[src/rtl/htfd_pkg.sv]
// Package for the humidity and temperature frame decoder.
// Holds the status codes, the CRC-8 constants and step function, and the scaling constants.
// No dependencies.
package htfd_pkg;

	typedef enum logic [1:0] {
		STATUS_OK       = 2'd0,
		STATUS_TEMP_CRC = 2'd1,
		STATUS_HUM_CRC  = 2'd2
	} status_t;

	localparam logic [7:0]  CRC_POLY          = 8'h31;
	localparam logic [7:0]  CRC_INIT          = 8'hFF;
	localparam logic [15:0] FULL_SCALE        = 16'hFFFF;
	localparam logic [14:0] TEMP_SPAN_CENTI   = 15'd17500;
	localparam logic [14:0] TEMP_OFFSET_CENTI = 15'd4500;
	localparam logic [13:0] HUM_SPAN_CENTI    = 14'd10000;
	localparam int          TEMP_MIN_CENTI    = -4500;
	localparam int          TEMP_MAX_CENTI    = 13000;

	localparam int          FRAME_BYTES       = 6;
	localparam logic [2:0]  POS_LAST          = 3'(FRAME_BYTES - 1);

	function automatic logic [7:0] crc8_byte(input logic [7:0] crc, input logic [7:0] b);
		logic [7:0] c;
		c = crc ^ b;
		for (int i = 0; i < 8; i++) begin
			if (c[7]) begin
				c = {c[6:0], 1'b0} ^ CRC_POLY;
			end else begin
				c = {c[6:0], 1'b0};
			end
		end
		return c;
	endfunction

endpackage

[src/rtl/humidity_temp_frame_decoder.sv]
// Top level of the humidity and temperature frame decoder: CRC check and fixed-point scaling.
// Depends on htfd_pkg.
// Results are registered from the sixth byte in the input register. Throughput: one byte per
// cycle unless a sixth byte meets an unread result; the input and result registers each take
// one request per cycle, and the result register lets the next bytes in while it waits.
// Reset (arst_n low, asynchronous): frame position 0, CRC 0xFF, stored values zero, no result.
module humidity_temp_frame_decoder
	import htfd_pkg::*;
(
	input  logic        clk,
	input  logic        arst_n,
	input  logic        s_tvalid,
	output logic        s_tready,
	input  logic [7:0]  s_tdata,  // [7:0] rx_byte
	input  logic        s_tuser,  // [0] frame_start
	output logic        m_tvalid,
	input  logic        m_tready,
	output logic [31:0] m_tdata   // [1:0] status, [16:2] temperature_centi, [30:17] humidity_centi
);

	logic        valid_s1;
	logic [7:0]  byte_s1;
	logic        start_s1;

	logic [2:0]  pos_q;
	logic [7:0]  crc_q;
	logic        temp_bad_q;
	logic [7:0]  temp_hi_q;
	logic [7:0]  hum_hi_q;
	logic [30:0] temp_prod_q;
	logic [29:0] hum_prod_q;
	logic [14:0] last_temp_q;
	logic [13:0] last_hum_q;

	logic        m_tvalid_q;
	status_t     status_q;
	logic [14:0] temp_out_q;
	logic [13:0] hum_out_q;

	logic [2:0]  pos_eff;
	logic        last_byte;
	logic        advance;
	logic [7:0]  crc_next;
	logic [7:0]  crc_seed;
	status_t     status_d;
	logic [16:0] temp_sum;
	logic [16:0] hum_sum;
	logic [14:0] temp_quot;
	logic [13:0] hum_quot;
	logic [14:0] temp_new;

	always_comb begin
		pos_eff   = (start_s1 || pos_q > POS_LAST) ? 3'd0 : pos_q;
		last_byte = valid_s1 && (pos_eff == POS_LAST);
		advance   = valid_s1 && (!last_byte || !m_tvalid_q || m_tready);
		s_tready  = !valid_s1 || advance;

		crc_seed  = (pos_eff == 3'd0 || pos_eff == 3'd3) ? CRC_INIT : crc_q;
		crc_next  = crc8_byte(crc_seed, byte_s1);

		// divide by 2^16-1: q = hi + ((hi + lo) >= 2^16-1)
		temp_sum  = 17'(temp_prod_q[30:16]) + 17'(temp_prod_q[15:0]);
		hum_sum   = 17'(hum_prod_q[29:16]) + 17'(hum_prod_q[15:0]);
		temp_quot = temp_prod_q[30:16] + 15'(temp_sum >= 17'(FULL_SCALE));
		hum_quot  = hum_prod_q[29:16] + 14'(hum_sum >= 17'(FULL_SCALE));
		temp_new  = temp_quot - TEMP_OFFSET_CENTI;

		priority if (temp_bad_q) begin
			status_d = STATUS_TEMP_CRC;
		end else if (byte_s1 != crc_q) begin
			status_d = STATUS_HUM_CRC;
		end else begin
			status_d = STATUS_OK;
		end
	end

	// input register
	always_ff @(posedge clk or negedge arst_n) begin
		if (!arst_n) begin
			valid_s1 <= 1'b0;
		end else if (s_tready) begin
			valid_s1 <= s_tvalid;
		end
	end

	always_ff @(posedge clk) begin
		if (s_tvalid && s_tready) begin
			byte_s1  <= s_tdata;
			start_s1 <= s_tuser;
		end
	end

	// frame state
	always_ff @(posedge clk or negedge arst_n) begin
		if (!arst_n) begin
			pos_q       <= 3'd0;
			crc_q       <= CRC_INIT;
			temp_bad_q  <= 1'b0;
			last_temp_q <= 15'd0;
			last_hum_q  <= 14'd0;
		end else if (advance) begin
			unique case (pos_eff)
				3'd0, 3'd1, 3'd3, 3'd4: begin
					crc_q <= crc_next;
					pos_q <= pos_eff + 3'd1;
				end
				3'd2: begin
					temp_bad_q <= (byte_s1 != crc_q);
					crc_q      <= CRC_INIT;
					pos_q      <= 3'd3;
				end
				default: begin
					if (status_d == STATUS_OK) begin
						last_temp_q <= temp_new;
						last_hum_q  <= hum_quot;
					end
					crc_q <= CRC_INIT;
					pos_q <= 3'd0;
				end
			endcase
		end
	end

	// raw words and their scaled products
	always_ff @(posedge clk) begin
		if (advance) begin
			if (pos_eff == 3'd0) begin
				temp_hi_q <= byte_s1;
			end
			if (pos_eff == 3'd1) begin
				temp_prod_q <= 31'(TEMP_SPAN_CENTI) * 31'({temp_hi_q, byte_s1});
			end
			if (pos_eff == 3'd3) begin
				hum_hi_q <= byte_s1;
			end
			if (pos_eff == 3'd4) begin
				hum_prod_q <= 30'(HUM_SPAN_CENTI) * 30'({hum_hi_q, byte_s1});
			end
		end
	end

	// result register
	always_ff @(posedge clk or negedge arst_n) begin
		if (!arst_n) begin
			m_tvalid_q <= 1'b0;
		end else if (last_byte && advance) begin
			m_tvalid_q <= 1'b1;
		end else if (m_tready) begin
			m_tvalid_q <= 1'b0;
		end
	end

	always_ff @(posedge clk) begin
		if (last_byte && advance) begin
			status_q <= status_d;
			if (status_d == STATUS_OK) begin
				temp_out_q <= temp_new;
				hum_out_q  <= hum_quot;
			end else begin
				temp_out_q <= last_temp_q;
				hum_out_q  <= last_hum_q;
			end
		end
	end

	assign m_tvalid = m_tvalid_q;
	assign m_tdata  = {1'b0, hum_out_q, temp_out_q, status_q};

endmodule

[config.mk]
export PLATFORM = sky130hd
export DESIGN_NAME = humidity_temp_frame_decoder
export DESIGN_NICKNAME = d
export VERILOG_FILES = /design/src/rtl/htfd_pkg.sv /design/src/rtl/humidity_temp_frame_decoder.sv
export SDC_FILE = /design/constraint.sdc
export NUM_CORES = 1
export LEC_CHECK = 0
export ABC_AREA = 1
export BUFFER_PORTS_ARGS = -buffer_cell sky130_fd_sc_hd__buf_2
export CAP_MARGIN = 20
export CORE_UTILIZATION = 35
export CTS_BUF_LIST = sky130_fd_sc_hd__clkbuf_4 sky130_fd_sc_hd__clkbuf_8
export DETAILED_ROUTE_END_ITERATION = 7
export GPL_ROUTABILITY_DRIVEN = 0
export GPL_TIMING_DRIVEN = 0
export SLEW_MARGIN = 15
export SYNTH_ARGS = -nofsm -noshare
export SYNTH_HDL_FRONTEND = slang
export SYNTH_SLANG_ARGS = --single-unit
[constraint.sdc]
create_clock -name clk -period 6.1 [get_ports clk]
set_input_delay 1.22 -clock clk [delete_from_list [all_inputs] [get_ports clk]]
set_output_delay 1.22 -clock clk [all_outputs]
set_load 0.01 [all_outputs]
==> metrics <==
DR WL/cell=13.2 um; DR pass1 iterations=5; post-route cell area=14900 um^2; largest stage delay on the critical path=0.88 ns; non-filler cells, final=2101; CTS Sinks=154; setup tns final=0 ns; relative slew slack=0.294; Worst path most repeated cell=inv_1; Slowest-stage cell, CP=edfxtp_1; DRC viols=0; DR vias/cell=4.66; Worst EP required=6.35 ns; Hold Path Class=flop to flop; Startpoint Class=flop; worst-case clock buffer depth=2; total die area=39600 um^2; worst-path fanout max=12; die outline height=199 um; largest net degree at the start of global routing=44; Area after DPL=14500 um^2; drt initial violations=556; CTS Buf Count=17; RSZ-0062 raised after global routing=false; average cell area after synthesis=8.98 um^2; cells taking the most area after synthesis=edfxtp_1 (25%), ha_1 (18%), fa_1 (12%); number of synthesized flops with an enable pin=111; Ys Warns=0; initial antenna violation count=0; flop2flop setup slack=0.85 ns; Core Footprint=37900 um^2; Placed Cells incl. Taps=2069; dpl hpwl=22.5 mm; hold violation count in the final report=0; Die W=199 um; final antenna-violating net count=0; Main synth FF type=edfxtp_1; WP buf/inv=6; max-slew violation count=0; Resized cells post-CTS=0; DR vias=9800; fin crit share=0.860; Post-Syn Area=13600 um^2; Initial Util=0.358; Hold Buf Count CTS=0; Seq/Total Area, Yosys=0.326; CP startpoint=byte_s1[5]; Routed WL=27.6 mm; Synth area leader=edfxtp_1; clk_skew=0.0239 ns; Netlist cell types=50; Critical Path, Cell by Cell=inv_1 > fa_1 > inv_1 > ha_1 > inv_1 > fa_1 > inv_1 > ha_1 > inv_1 > fa_1 > inv_1 > ha_1 > nand2_1 > nor3_1 > nand2_1 > nand2_1 > a21oi_1 > o21bai_1 > a21oi_1 > xor2_1; clk_lat worst skew=0.49 ns; Area Growth Syn to Fin=9.83%; Synth top area share=0.246; Synth Register Bits=154; syn_nets=1805; Post-Place Worst Slack=0.829 ns; Clock Tree Root=clkbuf_8; status=complete, no violations; number of diodes=0; most frequent cells in the layout=inv_1 (339), nand2_1 (267), ha_1 (198); Max Clock Freq=0.191 GHz; Slew @ Worst Pin=1.06 ns; Data arrival, critical path=5.49 ns; total gr overflow=0; nets@finish=1870; Post-CTS Repair Setup Buffers=0; Reg clk slew, reported paths=0.12 ns; vias in the first global route=9552; path type of the worst setup path=flop to flop; H-tree Lvls=4; layout cells sized above 1=0.0736; Power Density=471 nW/um^2; I/O Buffers=45; first-pass GRT wire length=46.5 mm; Hold Path Origin=last_hum_q[5]; total track usage=0.150; io pins=47; commonest non-fill, non-tap cell in the layout=inv_1; worst vdd ir=0.276 mV; Worst setup EP type=flop; Synth async-reset ratio=0.279; Final WS setup=0.852 ns; P_leak=7.44 nW; Max Cap Viol=0; kind of cell adding the most delay to the critical path=adder cells; final setup vio count=0; Reg-to-Reg Start=byte_s1[5]; Period minus WS final=5.25 ns; Rows=71; Mapped Cells=1512; CTS tree=done; Fillers=3799
==> per-stage QoR <==
| step | power (W) | hold slack (ns) | utilization |
|---|---|---|---|
| after CTS | 0.00710 | 0.494 | 0.393 |
| final | 0.00702 | 0.496 | 0.393 |
| after detailed placement | 0.00625 | 0.466 | 0.381 |
| after floorplan | 0.00519 | 0.448 | - |
| after global placement | 0.00619 | 0.462 | 0.381 |
| after global routing | 0.00783 | 0.518 | 0.393 |
==> worst paths after layout <==
check / to / depth (start not counted)
min in group asynchronous: last_hum_q[11] / 1
max: hum_prod_q[27] / 20
min: last_hum_q[5] / 2
max in group asynchronous: valid_s1 / 1
min reg2reg: last_hum_q[5] / 2
max reg2reg: hum_prod_q[27] / 20
==> Yosys cell counts (5+ instances only) <==
| library cell | instances |
|---|---|
| dfrtp_1 | 35 |
| xnor2_1 | 28 |
| a21o_1 | 8 |
| fa_1 | 82 |
| o22ai_1 | 6 |
| o21ai_1 | 15 |
| xor2_1 | 47 |
| nor3_1 | 11 |
| edfxtp_1 | 111 |
| clkbuf_1 | 5 |
| a31oi_1 | 12 |
| nand2_1 | 267 |
| inv_2 | 5 |
| o21bai_1 | 6 |
| inv_1 | 339 |
| nand4_1 | 10 |
| a21oi_1 | 68 |
| nand3_1 | 47 |
| nor2_1 | 72 |
| dfstp_2 | 8 |
| ha_1 | 198 |
| o21ai_0 | 81 |
==> cell families after synthesis <==
kind of cell,Yosys count,share of synthesized area
AND/OR/NAND/NOR,433,0.135
buffers and inverters,358,0.102
adder cells (fa/ha/maj),280,0.304
AO/OA/AOI/OAI,211,0.0855
flip-flops,154,0.326
XOR/XNOR,75,0.0484
other,1,0.000276
==> per-layer routing <==
layer | GRT usage | routed length [um] | up-vias
li1 | - | - | 5004
met1 | 0.209 | 13900 | 4600
met2 | 0.243 | 12300 | 166
met3 | 0.0198 | 882 | 30
met4 | 0.0436 | 501 | 0
met5 | 0 | 0 | -
==> tightest hold or removal path, stage by stage (launching register included) <==
cell	delay, ns
dfrtp_1	0.36
nand2_1	0.05
nand2_1	0.06
==> registers in the layout, summed over array words and instances (netlist names), 14 cells and up <==
| register | cells |
|---|---|
| hum_out_q | 14 |
| hum_prod_q | 26 |
| last_hum_q | 14 |
| last_temp_q | 15 |
| temp_out_q | 15 |
| temp_prod_q | 29 |
==> cell type report <==
class	instances	area, um^2	share of cell area
inverters	344	1290	0.0866
clock inverters	15	198	0.0133
multi-input cells	1000	7790	0.523
flip-flops and latches	154	4420	0.297
well taps	511	639	0.0429
plain buffers	14	86.3	0.00579
clock buffers	17	234	0.0157
repair buffers	46	248	0.0166
==> where the power goes <==
part / total (W) / leakage (nW) / switching (W) / internal [W]
Combinational: 0.00446 / 5.69 / 0.00276 / 0.00170
Clock: 0.000812 / 0.209 / 0.000494 / 0.000318
Sequential: 0.00174 / 1.55 / 0.000160 / 0.00158
Power figures use the tool's default switching activity.
